==> config.mk <==
export PLATFORM = sky130hd
export DESIGN_NAME = multirate_sensor_history
export DESIGN_NICKNAME = d
export VERILOG_FILES = /design/src/sv/msh_pkg.sv /design/src/sv/msh_ram.sv /design/src/sv/msh_front.sv /design/src/sv/msh_cmdq.sv /design/src/sv/msh_back.sv /design/src/sv/multirate_sensor_history.sv
export VERILOG_INCLUDE_DIRS = /design/src /design/src/sv
export SDC_FILE = /design/constraint.sdc
export NUM_CORES = 2
export LEC_CHECK = 0
export BUFFER_PORTS_ARGS = -buffer_cell sky130_fd_sc_hd__buf_4
export CORE_ASPECT_RATIO = 0.7
export CORE_MARGIN = 2
export CORE_UTILIZATION = 53
export CTS_BUF_LIST = sky130_fd_sc_hd__clkbuf_4 sky130_fd_sc_hd__clkbuf_8
export DETAILED_ROUTE_END_ITERATION = 12
export PLACE_DENSITY = 0.66
export SLEW_MARGIN = 40
export SYNTH_ARGS = -nofsm -noshare
export SYNTH_HDL_FRONTEND = slang
export SYNTH_SLANG_ARGS = --single-unit
==> constraint.sdc <==
create_clock -name clock -period 11.2 [get_ports clock]
set_input_delay 2.24 -clock clock [delete_from_list [all_inputs] [get_ports clock]]
set_output_delay 2.24 -clock clock [all_outputs]
set_load 0.01 [all_outputs]
==> src/sv/multirate_sensor_history_assert.svh <==
// Assertion macros shared by the multirate sensor history RTL.
// Relies on a clock named clock and a synchronous reset named reset in scope.
`ifndef MULTIRATE_SENSOR_HISTORY_ASSERT_SVH
`define MULTIRATE_SENSOR_HISTORY_ASSERT_SVH

`ifndef ASSERT_OFF
// property must hold at every edge outside reset
`define MSH_ASSERT(lbl, prop, msg) \
   lbl: assert property (@(posedge clock) disable iff (reset) prop) else $error(msg);
// condition must never be seen outside reset
`define MSH_NEVER(lbl, cond, msg) \
   lbl: assert property (@(posedge clock) disable iff (reset) !(cond)) else $error(msg);
`else
`define MSH_ASSERT(lbl, prop, msg)
`define MSH_NEVER(lbl, cond, msg)
`endif

`endif

==> src/sv/msh_pkg.sv <==
// Package for the multirate sensor history: sizes, codes, item structs, the
// constant-divisor helpers and the ring address helper. No dependencies.
package msh_pkg;

   localparam int FINE_DEPTH   = 64;
   localparam int MEDIUM_DEPTH = 64;
   localparam int COARSE_DEPTH = 64;

   localparam int FINE_AW   = $clog2(FINE_DEPTH);
   localparam int MEDIUM_AW = $clog2(MEDIUM_DEPTH);
   localparam int COARSE_AW = $clog2(COARSE_DEPTH);
   localparam int FINE_CW   = $clog2(FINE_DEPTH + 1);
   localparam int MEDIUM_CW = $clog2(MEDIUM_DEPTH + 1);
   localparam int COARSE_CW = $clog2(COARSE_DEPTH + 1);
   // common width for ring pointer arithmetic, holds 2*depth for depth up to 1024
   localparam int RING_W = 12;

   localparam int VALUE_W      = 14;
   localparam int SEL_W        = 2;
   localparam int IDX_W        = 6;
   localparam int MEDIUM_SUM_W = 18;
   localparam int COARSE_SUM_W = 22;
   localparam int MEDIUM_CD_W  = 5;
   localparam int COARSE_CD_W  = 8;
   localparam int TIME_W       = 32;

   localparam logic [MEDIUM_CD_W-1:0]  MEDIUM_RELOAD  = 5'd23;
   localparam logic [COARSE_CD_W-1:0]  COARSE_RELOAD  = 8'd215;
   localparam logic [MEDIUM_SUM_W-1:0] MEDIUM_SUM_MAX = 18'h3FFFF;
   localparam int TICK_SECONDS = 5;

   // floor(x/3) = (x*43691)>>17 exact for 15-bit x (sum/24 = (sum>>3)/3)
   localparam int MEDIUM_RECIP = 43691;
   // floor(x/27) = (x*621379)>>24 exact for 19-bit x (sum/216 = (sum>>3)/27)
   localparam int COARSE_RECIP = 621379;

   localparam int SECS_PER_MIN   = 60;
   localparam int MINS_PER_HOUR  = 60;
   localparam int HOURS_PER_DAY  = 24;

   localparam int CMDQ_DEPTH = 4;
   localparam int OUTQ_DEPTH = 4;

   localparam logic [SEL_W-1:0] GRAPH_FINE   = 2'd0;
   localparam logic [SEL_W-1:0] GRAPH_MEDIUM = 2'd1;
   localparam logic [SEL_W-1:0] GRAPH_COARSE = 2'd2;

   typedef enum logic {
      CMD_TICK = 1'b0,
      CMD_READ = 1'b1
   } cmd_type;

   typedef struct packed {
      logic [15:0] days;
      logic [4:0]  hours;
      logic [5:0]  minutes;
      logic [5:0]  seconds;
   } uptime_type;

   // one classified item on its way from front to back
   typedef struct packed {
      cmd_type             cmd;
      logic [VALUE_W-1:0]  sample;
      logic                medium_push;
      logic                coarse_push;
      logic [VALUE_W-1:0]  medium_avg;
      logic [VALUE_W-1:0]  coarse_avg;
      logic [SEL_W-1:0]    sel;
      logic [IDX_W-1:0]    idx;
      uptime_type          up;
      logic [TIME_W-1:0]   medium_stamp;
      logic [TIME_W-1:0]   coarse_stamp;
   } op_type;

   typedef struct packed {
      logic [VALUE_W-1:0] read_value;
      logic               medium_pushed;
      logic               coarse_pushed;
      uptime_type         up;
      logic [TIME_W-1:0]  medium_stamp;
      logic [TIME_W-1:0]  coarse_stamp;
   } rsp_type;

   function automatic logic [VALUE_W-1:0] medium_average(
      input logic [MEDIUM_SUM_W-1:0] sum);
      logic [31:0] prod;
      prod = 32'(sum[MEDIUM_SUM_W-1:3]) * 32'(MEDIUM_RECIP);
      return prod[VALUE_W+16:17];
   endfunction

   // quotient fits in 14 bits: the sum covers at most 216 samples of 14 bits
   function automatic logic [VALUE_W-1:0] coarse_average(
      input logic [COARSE_SUM_W-1:0] sum);
      logic [39:0] prod;
      prod = 40'(sum[COARSE_SUM_W-1:3]) * 40'(COARSE_RECIP);
      return prod[VALUE_W+23:24];
   endfunction

   // newest entry sits just below the write pointer
   function automatic logic [RING_W-1:0] ring_addr(
      input logic [RING_W-1:0] wp,
      input logic [RING_W-1:0] idx,
      input logic [RING_W-1:0] depth);
      logic [RING_W-1:0] t;
      t = wp + depth - 12'd1 - idx;
      if (t >= depth) begin
         t = t - depth;
      end
      return t;
   endfunction

endpackage

==> src/sv/msh_ram.sv <==
// Generic single-write, single-read RAM with registered read data.
// Stand-alone; used for the three history buffers.
module msh_ram #(
   parameter int WIDTH = 14,
   parameter int DEPTH = 64
) (
   input  logic                     clock,
   input  logic                     wr_en,
   input  logic [$clog2(DEPTH)-1:0] wr_addr,
   input  logic [WIDTH-1:0]         wr_data,
   input  logic                     rd_en,
   input  logic [$clog2(DEPTH)-1:0] rd_addr,
   output logic [WIDTH-1:0]         rd_data
);

   logic [WIDTH-1:0] mem_ff [DEPTH];
   logic [WIDTH-1:0] rd_data_ff;

   always_ff @(posedge clock) begin
      if (wr_en) begin
         mem_ff[wr_addr] <= wr_data;
      end
      if (rd_en) begin
         rd_data_ff <= mem_ff[rd_addr];
      end
   end

   assign rd_data = rd_data_ff;

endmodule

==> src/sv/msh_front.sv <==
// Front end: takes items, runs both decimators, the uptime split and the
// stamps, and writes one classified op per item into the command queue. Uses msh_pkg.
`include "multirate_sensor_history_assert.svh"

module msh_front import msh_pkg::*; (
   input  logic                clock,
   input  logic                reset,
   input  logic                push,
   output logic                full,
   input  logic                req_command,
   input  logic [VALUE_W-1:0]  req_co2_ppm,
   input  logic [SEL_W-1:0]    req_graph_select,
   input  logic [IDX_W-1:0]    req_read_index,
   input  logic                q_full,
   output logic                q_push,
   output op_type              q_op
);

   logic [MEDIUM_CD_W-1:0]  medium_cd_ff, medium_cd_in;
   logic [COARSE_CD_W-1:0]  coarse_cd_ff, coarse_cd_in;
   logic [MEDIUM_SUM_W-1:0] medium_sum_ff, medium_sum_in;
   logic [COARSE_SUM_W-1:0] coarse_sum_ff, coarse_sum_in;
   logic [TIME_W-1:0]       uptime_ff, uptime_in;
   logic [TIME_W-1:0]       medium_time_ff, medium_time_in;
   logic [TIME_W-1:0]       coarse_time_ff, coarse_time_in;
   uptime_type              up_ff, up_in;

   logic                    accept;
   logic                    is_tick;
   logic                    tick;
   logic                    medium_zero;
   logic                    coarse_zero;
   logic [MEDIUM_SUM_W-1:0] medium_base;
   logic [COARSE_SUM_W-1:0] coarse_base;
   logic [MEDIUM_SUM_W:0]   medium_acc;
   logic [TIME_W:0]         uptime_acc;
   logic [6:0]              sec_acc;

   assign accept      = push & ~q_full;
   assign is_tick     = (cmd_type'(req_command) == CMD_TICK);
   assign tick        = accept & is_tick;
   assign medium_zero = (medium_cd_ff == '0);
   assign coarse_zero = (coarse_cd_ff == '0);
   assign full        = q_full;
   assign q_push      = accept;

   // decimators: the counter is looked at before the sample is added
   always_comb begin
      medium_cd_in   = medium_cd_ff;
      coarse_cd_in   = coarse_cd_ff;
      medium_sum_in  = medium_sum_ff;
      coarse_sum_in  = coarse_sum_ff;
      medium_time_in = medium_time_ff;
      coarse_time_in = coarse_time_ff;
      medium_base    = medium_zero ? '0 : medium_sum_ff;
      coarse_base    = coarse_zero ? '0 : coarse_sum_ff;
      medium_acc     = {1'b0, medium_base} + 19'(req_co2_ppm);
      if (tick) begin
         medium_cd_in  = medium_zero ? MEDIUM_RELOAD : medium_cd_ff - 5'd1;
         coarse_cd_in  = coarse_zero ? COARSE_RELOAD : coarse_cd_ff - 8'd1;
         medium_sum_in = medium_acc[MEDIUM_SUM_W] ? MEDIUM_SUM_MAX
                                                  : medium_acc[MEDIUM_SUM_W-1:0];
         coarse_sum_in = coarse_base + 22'(req_co2_ppm);
         if (medium_zero) begin
            medium_time_in = uptime_ff;
         end
         if (coarse_zero) begin
            coarse_time_in = uptime_ff;
         end
      end
   end

   // uptime kept split incrementally; a 32-bit wrap leaves less than one tick
   always_comb begin
      uptime_in  = uptime_ff;
      up_in      = up_ff;
      uptime_acc = {1'b0, uptime_ff} + 33'(TICK_SECONDS);
      sec_acc    = {1'b0, up_ff.seconds} + 7'(TICK_SECONDS);
      if (tick) begin
         uptime_in = uptime_acc[TIME_W-1:0];
         if (uptime_acc[TIME_W]) begin
            up_in         = '0;
            up_in.seconds = uptime_acc[5:0];
         end else if (sec_acc >= 7'(SECS_PER_MIN)) begin
            up_in.seconds = 6'(sec_acc - 7'(SECS_PER_MIN));
            if (up_ff.minutes == 6'(MINS_PER_HOUR - 1)) begin
               up_in.minutes = '0;
               if (up_ff.hours == 5'(HOURS_PER_DAY - 1)) begin
                  up_in.hours = '0;
                  up_in.days  = up_ff.days + 16'd1;
               end else begin
                  up_in.hours = up_ff.hours + 5'd1;
               end
            end else begin
               up_in.minutes = up_ff.minutes + 6'd1;
            end
         end else begin
            up_in.seconds = sec_acc[5:0];
         end
      end
   end

   always_comb begin
      q_op.cmd          = cmd_type'(req_command);
      q_op.sample       = req_co2_ppm;
      q_op.medium_push  = is_tick & medium_zero;
      q_op.coarse_push  = is_tick & coarse_zero;
      q_op.medium_avg   = medium_average(medium_sum_ff);
      q_op.coarse_avg   = coarse_average(coarse_sum_ff);
      q_op.sel          = req_graph_select;
      q_op.idx          = req_read_index;
      q_op.up           = up_in;
      q_op.medium_stamp = medium_time_in;
      q_op.coarse_stamp = coarse_time_in;
   end

   always_ff @(posedge clock) begin
      if (reset) begin
         medium_cd_ff   <= '0;
         coarse_cd_ff   <= '0;
         medium_sum_ff  <= '0;
         coarse_sum_ff  <= '0;
         uptime_ff      <= '0;
         medium_time_ff <= '0;
         coarse_time_ff <= '0;
         up_ff          <= '0;
      end else begin
         medium_cd_ff   <= medium_cd_in;
         coarse_cd_ff   <= coarse_cd_in;
         medium_sum_ff  <= medium_sum_in;
         coarse_sum_ff  <= coarse_sum_in;
         uptime_ff      <= uptime_in;
         medium_time_ff <= medium_time_in;
         coarse_time_ff <= coarse_time_in;
         up_ff          <= up_in;
      end
   end

   `MSH_NEVER(a_medium_cd_range, medium_cd_ff > MEDIUM_RELOAD, "medium countdown out of range")
   `MSH_NEVER(a_coarse_cd_range, coarse_cd_ff > COARSE_RELOAD, "coarse countdown out of range")
   `MSH_ASSERT(a_coarse_stamp, tick && coarse_zero |=> coarse_time_ff == $past(uptime_ff), "coarse stamp not taken from uptime")

endmodule

==> src/sv/msh_cmdq.sv <==
// Short command queue between the front end and the history back end.
// Uses msh_pkg for the op struct and depth.
module msh_cmdq import msh_pkg::*; (
   input  logic   clock,
   input  logic   reset,
   input  logic   q_push,
   input  op_type q_wdata,
   output logic   q_full,
   input  logic   q_pop,
   output op_type q_rdata,
   output logic   q_empty
);

   localparam int CQ_AW = $clog2(CMDQ_DEPTH);
   localparam int CQ_CW = $clog2(CMDQ_DEPTH + 1);

   op_type           mem_ff [CMDQ_DEPTH];
   logic [CQ_AW-1:0] wp_ff, wp_in;
   logic [CQ_AW-1:0] rp_ff, rp_in;
   logic [CQ_CW-1:0] count_ff, count_in;

   assign q_full  = (count_ff == CQ_CW'(CMDQ_DEPTH));
   assign q_empty = (count_ff == '0);
   assign q_rdata = mem_ff[rp_ff];

   always_comb begin
      wp_in    = wp_ff;
      rp_in    = rp_ff;
      count_in = count_ff;
      if (q_push) begin
         wp_in = (wp_ff == CQ_AW'(CMDQ_DEPTH - 1)) ? '0 : wp_ff + 1'b1;
      end
      if (q_pop) begin
         rp_in = (rp_ff == CQ_AW'(CMDQ_DEPTH - 1)) ? '0 : rp_ff + 1'b1;
      end
      if (q_push & ~q_pop) begin
         count_in = count_ff + 1'b1;
      end else if (q_pop & ~q_push) begin
         count_in = count_ff - 1'b1;
      end
   end

   always_ff @(posedge clock) begin
      if (q_push) begin
         mem_ff[wp_ff] <= q_wdata;
      end
   end

   always_ff @(posedge clock) begin
      if (reset) begin
         wp_ff    <= '0;
         rp_ff    <= '0;
         count_ff <= '0;
      end else begin
         wp_ff    <= wp_in;
         rp_ff    <= rp_in;
         count_ff <= count_in;
      end
   end

endmodule

==> src/sv/msh_back.sv <==
// Back end: executes queued ops on the three ring-buffer histories and
// queues the result items. Uses msh_pkg and msh_ram.
`include "multirate_sensor_history_assert.svh"

module msh_back import msh_pkg::*; (
   input  logic    clock,
   input  logic    reset,
   input  logic    q_empty,
   input  op_type  q_rdata,
   output logic    q_pop,
   output logic    empty,
   input  logic    pop,
   output rsp_type rsp
);

   localparam int OQ_AW = $clog2(OUTQ_DEPTH);
   localparam int OQ_CW = $clog2(OUTQ_DEPTH + 1);

   logic [FINE_AW-1:0]   fine_wp_ff, fine_wp_in;
   logic [MEDIUM_AW-1:0] medium_wp_ff, medium_wp_in;
   logic [COARSE_AW-1:0] coarse_wp_ff, coarse_wp_in;
   logic [FINE_CW-1:0]   fine_cnt_ff, fine_cnt_in;
   logic [MEDIUM_CW-1:0] medium_cnt_ff, medium_cnt_in;
   logic [COARSE_CW-1:0] coarse_cnt_ff, coarse_cnt_in;

   op_type               b_op_ff;
   logic                 b_valid_ff;
   logic                 b_hit_ff, b_hit_in;

   rsp_type              oq_mem_ff [OUTQ_DEPTH];
   logic [OQ_AW-1:0]     oq_wp_ff, oq_wp_in;
   logic [OQ_AW-1:0]     oq_rp_ff, oq_rp_in;
   logic [OQ_CW-1:0]     oq_count_ff, oq_count_in;

   logic                 issue;
   logic                 issue_tick;
   logic [OQ_CW:0]       oq_load;
   logic                 oq_pop;
   logic [RING_W-1:0]    fine_ra, medium_ra, coarse_ra;
   logic [VALUE_W-1:0]   fine_rd, medium_rd, coarse_rd;
   logic [VALUE_W-1:0]   sel_rd;
   rsp_type              b_rsp;

   // room is reserved for the op already in the read stage
   assign oq_load    = {1'b0, oq_count_ff} + {{OQ_CW{1'b0}}, b_valid_ff};
   assign issue      = ~q_empty & (oq_load < (OQ_CW + 1)'(OUTQ_DEPTH));
   assign q_pop      = issue;
   assign issue_tick = issue & (q_rdata.cmd == CMD_TICK);

   assign fine_ra   = ring_addr(RING_W'(fine_wp_ff), RING_W'(q_rdata.idx),
                                RING_W'(FINE_DEPTH));
   assign medium_ra = ring_addr(RING_W'(medium_wp_ff), RING_W'(q_rdata.idx),
                                RING_W'(MEDIUM_DEPTH));
   assign coarse_ra = ring_addr(RING_W'(coarse_wp_ff), RING_W'(q_rdata.idx),
                                RING_W'(COARSE_DEPTH));

   // entries past the fill count read as zero through the hit flag, not through a RAM reset
   always_comb begin
      b_hit_in = 1'b0;
      if (q_rdata.cmd == CMD_READ) begin
         case (q_rdata.sel)
            GRAPH_FINE:   b_hit_in = RING_W'(q_rdata.idx) < RING_W'(fine_cnt_ff);
            GRAPH_MEDIUM: b_hit_in = RING_W'(q_rdata.idx) < RING_W'(medium_cnt_ff);
            GRAPH_COARSE: b_hit_in = RING_W'(q_rdata.idx) < RING_W'(coarse_cnt_ff);
            default:      b_hit_in = 1'b0;
         endcase
      end
   end

   always_comb begin
      fine_wp_in    = fine_wp_ff;
      medium_wp_in  = medium_wp_ff;
      coarse_wp_in  = coarse_wp_ff;
      fine_cnt_in   = fine_cnt_ff;
      medium_cnt_in = medium_cnt_ff;
      coarse_cnt_in = coarse_cnt_ff;
      if (issue_tick) begin
         fine_wp_in = (fine_wp_ff == FINE_AW'(FINE_DEPTH - 1)) ? '0 : fine_wp_ff + 1'b1;
         if (fine_cnt_ff != FINE_CW'(FINE_DEPTH)) begin
            fine_cnt_in = fine_cnt_ff + 1'b1;
         end
         if (q_rdata.medium_push) begin
            medium_wp_in = (medium_wp_ff == MEDIUM_AW'(MEDIUM_DEPTH - 1)) ? '0
                                                                        : medium_wp_ff + 1'b1;
            if (medium_cnt_ff != MEDIUM_CW'(MEDIUM_DEPTH)) begin
               medium_cnt_in = medium_cnt_ff + 1'b1;
            end
         end
         if (q_rdata.coarse_push) begin
            coarse_wp_in = (coarse_wp_ff == COARSE_AW'(COARSE_DEPTH - 1)) ? '0
                                                                        : coarse_wp_ff + 1'b1;
            if (coarse_cnt_ff != COARSE_CW'(COARSE_DEPTH)) begin
               coarse_cnt_in = coarse_cnt_ff + 1'b1;
            end
         end
      end
   end

   msh_ram #(.WIDTH(VALUE_W), .DEPTH(FINE_DEPTH)) u_fine_ram (
      .clock   (clock),
      .wr_en   (issue_tick),
      .wr_addr (fine_wp_ff),
      .wr_data (q_rdata.sample),
      .rd_en   (issue),
      .rd_addr (fine_ra[FINE_AW-1:0]),
      .rd_data (fine_rd)
   );

   msh_ram #(.WIDTH(VALUE_W), .DEPTH(MEDIUM_DEPTH)) u_medium_ram (
      .clock   (clock),
      .wr_en   (issue_tick & q_rdata.medium_push),
      .wr_addr (medium_wp_ff),
      .wr_data (q_rdata.medium_avg),
      .rd_en   (issue),
      .rd_addr (medium_ra[MEDIUM_AW-1:0]),
      .rd_data (medium_rd)
   );

   msh_ram #(.WIDTH(VALUE_W), .DEPTH(COARSE_DEPTH)) u_coarse_ram (
      .clock   (clock),
      .wr_en   (issue_tick & q_rdata.coarse_push),
      .wr_addr (coarse_wp_ff),
      .wr_data (q_rdata.coarse_avg),
      .rd_en   (issue),
      .rd_addr (coarse_ra[COARSE_AW-1:0]),
      .rd_data (coarse_rd)
   );

   always_comb begin
      case (b_op_ff.sel)
         GRAPH_FINE:   sel_rd = fine_rd;
         GRAPH_MEDIUM: sel_rd = medium_rd;
         GRAPH_COARSE: sel_rd = coarse_rd;
         default:      sel_rd = '0;
      endcase
      b_rsp.read_value    = b_hit_ff ? sel_rd : '0;
      b_rsp.medium_pushed = (b_op_ff.cmd == CMD_TICK) & b_op_ff.medium_push;
      b_rsp.coarse_pushed = (b_op_ff.cmd == CMD_TICK) & b_op_ff.coarse_push;
      b_rsp.up            = b_op_ff.up;
      b_rsp.medium_stamp  = b_op_ff.medium_stamp;
      b_rsp.coarse_stamp  = b_op_ff.coarse_stamp;
   end

   // result queue
   assign empty  = (oq_count_ff == '0);
   assign oq_pop = pop & ~empty;
   assign rsp    = oq_mem_ff[oq_rp_ff];

   always_comb begin
      oq_wp_in    = oq_wp_ff;
      oq_rp_in    = oq_rp_ff;
      oq_count_in = oq_count_ff;
      if (b_valid_ff) begin
         oq_wp_in = (oq_wp_ff == OQ_AW'(OUTQ_DEPTH - 1)) ? '0 : oq_wp_ff + 1'b1;
      end
      if (oq_pop) begin
         oq_rp_in = (oq_rp_ff == OQ_AW'(OUTQ_DEPTH - 1)) ? '0 : oq_rp_ff + 1'b1;
      end
      if (b_valid_ff & ~oq_pop) begin
         oq_count_in = oq_count_ff + 1'b1;
      end else if (oq_pop & ~b_valid_ff) begin
         oq_count_in = oq_count_ff - 1'b1;
      end
   end

   always_ff @(posedge clock) begin
      if (issue) begin
         b_op_ff  <= q_rdata;
         b_hit_ff <= b_hit_in;
      end
      if (b_valid_ff) begin
         oq_mem_ff[oq_wp_ff] <= b_rsp;
      end
   end

   always_ff @(posedge clock) begin
      if (reset) begin
         fine_wp_ff    <= '0;
         medium_wp_ff  <= '0;
         coarse_wp_ff  <= '0;
         fine_cnt_ff   <= '0;
         medium_cnt_ff <= '0;
         coarse_cnt_ff <= '0;
         b_valid_ff    <= 1'b0;
         oq_wp_ff      <= '0;
         oq_rp_ff      <= '0;
         oq_count_ff   <= '0;
      end else begin
         fine_wp_ff    <= fine_wp_in;
         medium_wp_ff  <= medium_wp_in;
         coarse_wp_ff  <= coarse_wp_in;
         fine_cnt_ff   <= fine_cnt_in;
         medium_cnt_ff <= medium_cnt_in;
         coarse_cnt_ff <= coarse_cnt_in;
         b_valid_ff    <= issue;
         oq_wp_ff      <= oq_wp_in;
         oq_rp_ff      <= oq_rp_in;
         oq_count_ff   <= oq_count_in;
      end
   end

   `MSH_NEVER(a_oq_overflow, b_valid_ff && oq_count_ff == OQ_CW'(OUTQ_DEPTH), "result queue transfer while full")
   `MSH_NEVER(a_tick_no_hit, b_valid_ff && b_op_ff.cmd == CMD_TICK && b_hit_ff, "tick flagged as read hit")
   `MSH_ASSERT(a_fine_filled, issue_tick |=> fine_cnt_ff != '0, "fine history count stuck at zero after tick")

endmodule

==> src/sv/multirate_sensor_history.sv <==
// Top level of the multirate sensor history; joins front end, command
// queue and history back end. Uses msh_pkg, msh_front, msh_cmdq, msh_back.
//
// Takes one tick or read item per clock while full is low and returns one
// result item per item, in order. Sustained rate is one item per cycle while
// results are taken. A result becomes visible once its item has passed three
// registers (command queue, history memory read with registered data, result
// queue); the read stage waits for result queue room. Each history is a
// ring buffer in a single-port-write, registered-read RAM; entries beyond the
// fill count read as zero, so no clearing pass is needed after reset. The
// 24- and 216-sample averages use reciprocal multiplies in the front end, and
// the uptime split is kept as running counters. full rises when the four-deep
// command queue fills, which happens only while results are not being taken.
module multirate_sensor_history import msh_pkg::*; (
   input  logic                clock,
   input  logic                reset,
   input  logic                push,
   output logic                full,
   input  logic                req_command,
   input  logic [VALUE_W-1:0]  req_co2_ppm,
   input  logic [SEL_W-1:0]    req_graph_select,
   input  logic [IDX_W-1:0]    req_read_index,
   output logic                empty,
   input  logic                pop,
   output logic [VALUE_W-1:0]  rsp_read_value,
   output logic                rsp_medium_pushed,
   output logic                rsp_coarse_pushed,
   output logic [5:0]          rsp_up_seconds,
   output logic [5:0]          rsp_up_minutes,
   output logic [4:0]          rsp_up_hours,
   output logic [15:0]         rsp_up_days,
   output logic [TIME_W-1:0]   rsp_medium_stamp,
   output logic [TIME_W-1:0]   rsp_coarse_stamp
);

   logic    q_push;
   logic    q_full;
   logic    q_pop;
   logic    q_empty;
   op_type  q_wdata;
   op_type  q_rdata;
   rsp_type rsp;

   msh_front u_front (
      .clock            (clock),
      .reset            (reset),
      .push             (push),
      .full             (full),
      .req_command      (req_command),
      .req_co2_ppm      (req_co2_ppm),
      .req_graph_select (req_graph_select),
      .req_read_index   (req_read_index),
      .q_full           (q_full),
      .q_push           (q_push),
      .q_op             (q_wdata)
   );

   msh_cmdq u_cmdq (
      .clock   (clock),
      .reset   (reset),
      .q_push  (q_push),
      .q_wdata (q_wdata),
      .q_full  (q_full),
      .q_pop   (q_pop),
      .q_rdata (q_rdata),
      .q_empty (q_empty)
   );

   msh_back u_back (
      .clock   (clock),
      .reset   (reset),
      .q_empty (q_empty),
      .q_rdata (q_rdata),
      .q_pop   (q_pop),
      .empty   (empty),
      .pop     (pop),
      .rsp     (rsp)
   );

   assign rsp_read_value    = rsp.read_value;
   assign rsp_medium_pushed = rsp.medium_pushed;
   assign rsp_coarse_pushed = rsp.coarse_pushed;
   assign rsp_up_seconds    = rsp.up.seconds;
   assign rsp_up_minutes    = rsp.up.minutes;
   assign rsp_up_hours      = rsp.up.hours;
   assign rsp_up_days       = rsp.up.days;
   assign rsp_medium_stamp  = rsp.medium_stamp;
   assign rsp_coarse_stamp  = rsp.coarse_stamp;

endmodule
== Word level (Yosys, flattened, before mapping) ==
Memories as Yosys holds them, arrays and structs flattened. A register that Yosys moved wholly into a read port is not among the register bits.
Cells that the tools add are included.

* Bits in registers: 339
* Bits in writable memories: 3740
* Input port bits: 27
* Logic and storage cells: 190
* Memories kept: 5

{| class="wikitable"
|+ Memory list
! memory !! words !! bits a word !! read ports !! clocked after Yosys merged registers in !! wr ports !! line !! source
|-
| u_back.u_coarse_ram.mem_ff || 64 || 14 || 1 || 1 || 1 || msh_ram.sv:16 || <nowiki>logic [WIDTH-1:0] mem_ff [DEPTH];</nowiki>
|-
| u_back.u_fine_ram.mem_ff || 64 || 14 || 1 || 1 || 1 || msh_ram.sv:16 ||
|-
| u_back.u_medium_ram.mem_ff || 64 || 14 || 1 || 1 || 1 || msh_ram.sv:16 ||
|-
| u_cmdq.mem_ff || 4 || 150 || 1 || 1 || 1 || msh_cmdq.sv:17 || <nowiki>op_type mem_ff [CMDQ_DEPTH];</nowiki>
|-
| u_back.oq_mem_ff || 4 || 113 || 1 || 1 || 1 || msh_back.sv:30 || <nowiki>rsp_type oq_mem_ff [OUTQ_DEPTH];</nowiki>
|}

* Add/subtract/negate cells: 37
* Multipliers: 2
* $lt $le $gt $ge: 8
* Eq/ne operators: 17
* Multiplexer cells: 48
* Bitwise logic cells: 25
* Reductions and logical operators: 13

{| class="wikitable"
|+ Operators by type and width
! operator !! number
|-
| two-way mux 32 bit || 4
|-
| two-way mux 33 bit || 2
|-
| two-way mux 6 bit || 8
|-
| one-hot mux 14 bit (3 select lines) || 1
|-
| multiplier 19 x 20 -> 38 bit (second input constant) || 1
|-
| >= comparator 12 x 7 -> 1 bit (second input constant) || 3
|-
| two-way mux 18 bit || 2
|-
| subtractor 12 x 1 -> 12 bit (second input constant) || 3
|-
| subtractor 12 x 6 -> 12 bit || 3
|-
| adder 32 x 3 -> 33 bit (second input constant) || 1
|-
| multiplier 15 x 16 -> 31 bit (second input constant) || 1
|-
| two-way mux 27 bit || 1
|-
| adder 6 x 1 -> 6 bit (second input constant) || 4
|-
| adder 6 x 7 -> 8 bit (second input constant) || 3
|-
| == test 6 bit (second input constant) || 4
|-
| adder 22 x 14 -> 22 bit || 1
|-
| two-way mux 22 bit || 1
|-
| adder 7 x 1 -> 7 bit (second input constant) || 3
|-
| less-than comparator 6 x 7 -> 1 bit || 3
|-
| two-way mux 21 bit || 1
|-
| != test 7 bit (second input constant) || 3
|-
| adder 18 x 14 -> 19 bit || 1
|-
| subtractor 6 x 1 -> 6 bit (second input constant) || 3
|-
| adder 16 x 1 -> 16 bit (second input constant) || 1
|-
| 32 further kinds || 92
|}

== Depth between registers and ports, before layout ==
* Depth after elaboration: 7
* Mapped depth: 22

== Cells and area by module ==
From an unflattened synthesis, not the netlist that was laid out.

* Cell total of the unflattened synthesis: 8892
* Area, all modules: 169581.4 sq um

{| class="wikitable"
|+ By module, submodules not included
! module !! times used !! cells an instance !! area each (sq um) !! seq. area each (sq um)
|-
| msh_ram || 3 || 1571 || 35018.6 || 27326.2
|-
| msh_back || 1 || 1163 || 23157.2 || 17646.9
|-
| msh_cmdq || 1 || 828 || 22067.4 || 18197.5
|-
| msh_front || 1 || 2188 || 19301.0 || 3643.5
|}

== Worst setup path after synthesis ==
No wires, ideal clock.

* Path kind: in2reg
* Start point: in push
* End point: mem u_cmdq.mem_ff[0][0] (netlist bit) (enable)
* Setup time: 0.528 ns
* Data arrival time: 5.732 ns
* Required time: 10.672 ns
* Slack: 4.939 ns
* Stages on the path: 1
* Path buffers: 0
* Path through: and3_1

* Word-level cells in the longest chain between the ends: 3

{| class="wikitable"
|+ RTL lines
! item !! line !! source
|-
| start: declaration || multirate_sensor_history.sv:17 || <nowiki>input logic push,</nowiki>
|-
| AND 1 bit || msh_front.sv:39 || <nowiki>assign accept = push & ~q_full;</nowiki>
|-
| two-way mux 1 bit || msh_cmdq.sv:44 || <nowiki>if (q_push) begin</nowiki>
|-
| two-way mux 1 bit (not written as such) || msh_cmdq.sv:45 || <nowiki>mem_ff[wp_ff] <= q_wdata;</nowiki>
|-
| end: declaration || msh_cmdq.sv:17 ||
|}

No other way between the ends.

==> flow_summary.toml <==
[floorplan]
dieWidth_microns = 677
placementRows = 172
fp.dieH_microns = 475
die_area_sq_um = 322000
initial_utilization_pct = 53.4
core_sq_um = 315000
top_level_ports = 142

[worst_setup_path]
worstSetupPathType = "flop to flop"
reg2reg_depth = 21
worst-path-stages = 21
crit_family = "adder cells"
reg2reg_slack_ns = 5.03
worstSetupEndpointType = "flop"
crit_path_start_kind = "flop"
critPathMaxFanout = 8
cp.arrival_ns = 7.01
r2r_end = "u_cmdq.mem_ff[3][112]"
max_stage_delay_ns = 0.61
worst_path_max_delay_cell = "fa_1"
crit_buf_inv = 6
crit_start = "u_front.coarse_sum_ff[5]"
crit_end = "u_cmdq.mem_ff[3][112]"
crit_chain = "inv_1, fa_1, inv_1, fa_1, inv_1, fa_1, inv_1, fa_1, fa_1, inv_1, fa_1, inv_1, ha_1, o211ai_1, nor2_1, nand3_1, o211ai_1, a41oi_1, a21oi_1, a21oi_1, xnor2_1"
reg2reg_from = "u_front.coarse_sum_ff[5]"
critPathRequiredTime_ns = 12.03

[routing]
antenna_left = 0
via_count = 82700
remaining_drc_errors = 0
firstDrtPassIters = 6
drt-total-wl_microns = 393000
dr.first_iter.drc_count = 9837
vias_per_cell = 6.12
wl_per_cell_microns = 29.1

[placed_design]
io_buffers = 141
dpl-instance-area_sq_um = 176000
detailed_place_hpwl_microns = 237000
place.gp.congestion = 0.869

[sta]
grt_setup_unrepaired = "false"
setup_viol = 0
final_max_slew_viol_count = 0
fmax_mhz = 162
tightest_slew_ns = 0.926
hold_viol = 0
finalSetupTns_ns = 0
finClkSkew_ns = 0.0737
period_share_pct = 55.1
slew_headroom_pct = 38.3
layout_min_cycle_time_ns = 6.17

[clocking]
cts_hold_buffers = 0
cts_made_buffers = 614
root_buffer = "clkbuf_8"
clock_sinks = 4125
cts_tree = "done"
clk_path_buf_depth = 4
path_clk_slew_ns = 0.06
ctsResizeCount = 0
cts_setup_buffers = 0
insertion_delay_ns = 1.08
htreeDepth = 6

[synthesis]
syn_inst = 8315
ys_seq_elements = 4125
syn_area_per_cell_sq_um = 20.2
ys.warnings.count = 0
ys_seq_area_share_pct = 72.3
async_flop_share_pct = 0
synth_top_area_share_pct = 69.4
synth_ff_type = "edfxtp_1"
syn-num-nets = 8888
yosysUniqueCellTypes = 93
synth_top_cell_by_area = "edfxtp_1"
synthTopCellsByArea = "edfxtp_1 (69%), mux4_2 (15%), dfxtp_1 (2.9%), ha_1 (2.6%), fa_1 (2.4%)"
synth_enable_flop_cells = 3885
synth_area_sq_um = 168000

[global_routing]
antenna_found_initial = 23
gr-total-overflow = 0
grt_max_degree = 116
track_usage_pct = 24.4
grt_pass1_vias = 83200
grt_pass1_wl_microns = 574000

[final_layout]
drive_gt1_share_pct = 28.4
final_nets = 9450
ff_latch_area_sq_um = 121000
fillers = 22400
area_growth_pct = 11.7
final_area_sq_um = 188000
multi_input_area_sq_um = 45000

[job]
drv_cap = 0

[hold_path]
hold_class = "flop to flop"

[power]
p_leak_uw = 0.0628
power_density_nw_per_um2 = 264
irDropWorstVdd_v = 0.000257

[outcome]
outcome = "finished clean"
-- cells in the mapped netlist, drive strengths merged (13+ instances only) --
library cell	count
or3	26
edfxtp	3885
nand3	67
o21bai	13
dfxtp	240
buf	169
a211oi	66
a21oi	162
nand2	241
nor3	29
nor2	411
xor2	67
and3	22
a31oi	15
clkbuf	192
nand4	33
mux4	1102
and2	40
mux2	35
a21o	26
ha	347
fa	199
o21ai	93
xnor2	80
mux2i	71
inv	415
nand3b	20
nor2b	134
-- report_power, final --
| part | leakage (uW) | internal (uW) | switching, uW |
|---|---|---|---|
| sequential | 0.0378 | 19800 | 673 |
| clock | 0.00619 | 6200 | 5700 |
| combinational | 0.0188 | 7420 | 9820 |
| total | 0.0628 | 33400 | 16200 |
-- worst min path at each step --
stage	slack [ns]	to	from	depth (start not counted)
floorplan	0.43	u_front.coarse_sum_ff[0]	u_front.coarse_sum_ff[0]	2
global placement	0.44	u_front.coarse_sum_ff[0]	u_front.coarse_sum_ff[0]	2
detailed placement	0.45	u_front.coarse_sum_ff[0]	u_front.coarse_sum_ff[0]	2
CTS	0.46	u_front.coarse_sum_ff[0]	u_front.coarse_sum_ff[0]	2
global route	0.48	u_front.coarse_sum_ff[0]	u_front.coarse_sum_ff[0]	2
finish	0.46	u_front.coarse_sum_ff[0]	u_front.coarse_sum_ff[0]	2
-- cell type report --
type                            count  area share (%)
Antenna cell                        9          0.0120
Clock buffer                      858            5.54
Clock inverter                    214           0.681
Inverter                          415           0.836
Multi-Input combinational cell   3414            24.0
Sequential cell                  4125            64.7
Tap cell                         4176            2.78
Timing Repair Buffer              307            1.46
-- worst reg2reg max path, cell delays in order (launching register included) --
cell and delay, ns:
dfxtp_1 0.55, inv_1 0.16, fa_1 0.61, inv_1 0.08
fa_1 0.51, inv_1 0.06, fa_1 0.48, inv_1 0.06
fa_1 0.48, fa_1 0.54, inv_1 0.05, fa_1 0.47
inv_1 0.04, ha_1 0.32, o211ai_1 0.11, nor2_1 0.12
nand3_1 0.13, o211ai_1 0.29, a41oi_1 0.22, a21oi_1 0.27
a21oi_1 0.13, xnor2_1 0.28
-- registers in the layout, summed over array words and instances (netlist names), 33 cells and up, named ones only --
| name | cells |
|---|---|
| u_cmdq.mem_ff | 600 |
| u_back.oq_mem_ff | 452 |
| u_back.u_medium_ram.mem_ff | 896 |
| u_back.u_fine_ram.mem_ff | 896 |
| u_back.u_coarse_ram.mem_ff | 896 |
| u_back.b_op_ff | 102 |
| u_front.up_ff | 33 |
-- layout by cell type, fill, tap and decap left out, types with 13 or more instances in the layout --
cell type   instances
nand3_1            53
edfxtp_1         3885
nand2_1           233
clkinv_2           39
clkinv_1          128
o21ai_0            86
or3_1              25
dfxtp_1           236
mux2_2             34
nor2_2             20
nor3_1             27
a31oi_1            15
clkbuf_4          224
nor2_1            237
clkinvlp_4         15
xor2_1             67
nand3b_1           19
clkbuf_8          634
and2_1             36
ha_1              344
mux4_4             13
mux2i_1            68
buf_4             255
mux4_2           1089
a211oi_1           66
nand3_2            13
buf_6              29
and3_1             16
nor2b_1           131
fa_1              196
nand4_1            33
xnor2_1            68
a21oi_1           161
a21o_1             26
inv_1             414
nor2_4            154
buf_12             15
-- cell families after synthesis --
logic type	share of synthesized area, %
simple gates	3.06
compound gates	1.65
buf+inv	1.85
flops	72.3
mux	15.4
fa+ha+maj	4.95
xor+xnor	0.766
-- layer usage --
layer  GRT usage (%)  share of wire [%]  vias to the layer above
met3            4.69                8.7                      557
li1                -                  -                    34500
met2            36.1                 45                     3674
met5               0             0.0084                        -
met4            5.71                2.0                        6
met1            38.1                 44                    43900
-- stage by stage --
step	hold slack [ns]	utilization [%]	total power, uW	instances	worst slack (ns)
finish	0.457	59.7	49600	13500	5.03
global route	0.479	59.7	51700	13500	4.58
global placement	0.438	55.5	37600	12400	4.77
CTS	0.456	59.6	49900	13500	4.96
detailed placement	0.448	55.9	38100	12400	5.02
floorplan	0.432	-	31900	8315	4.94
Note: power is estimated with default switching activity, not from simulation.
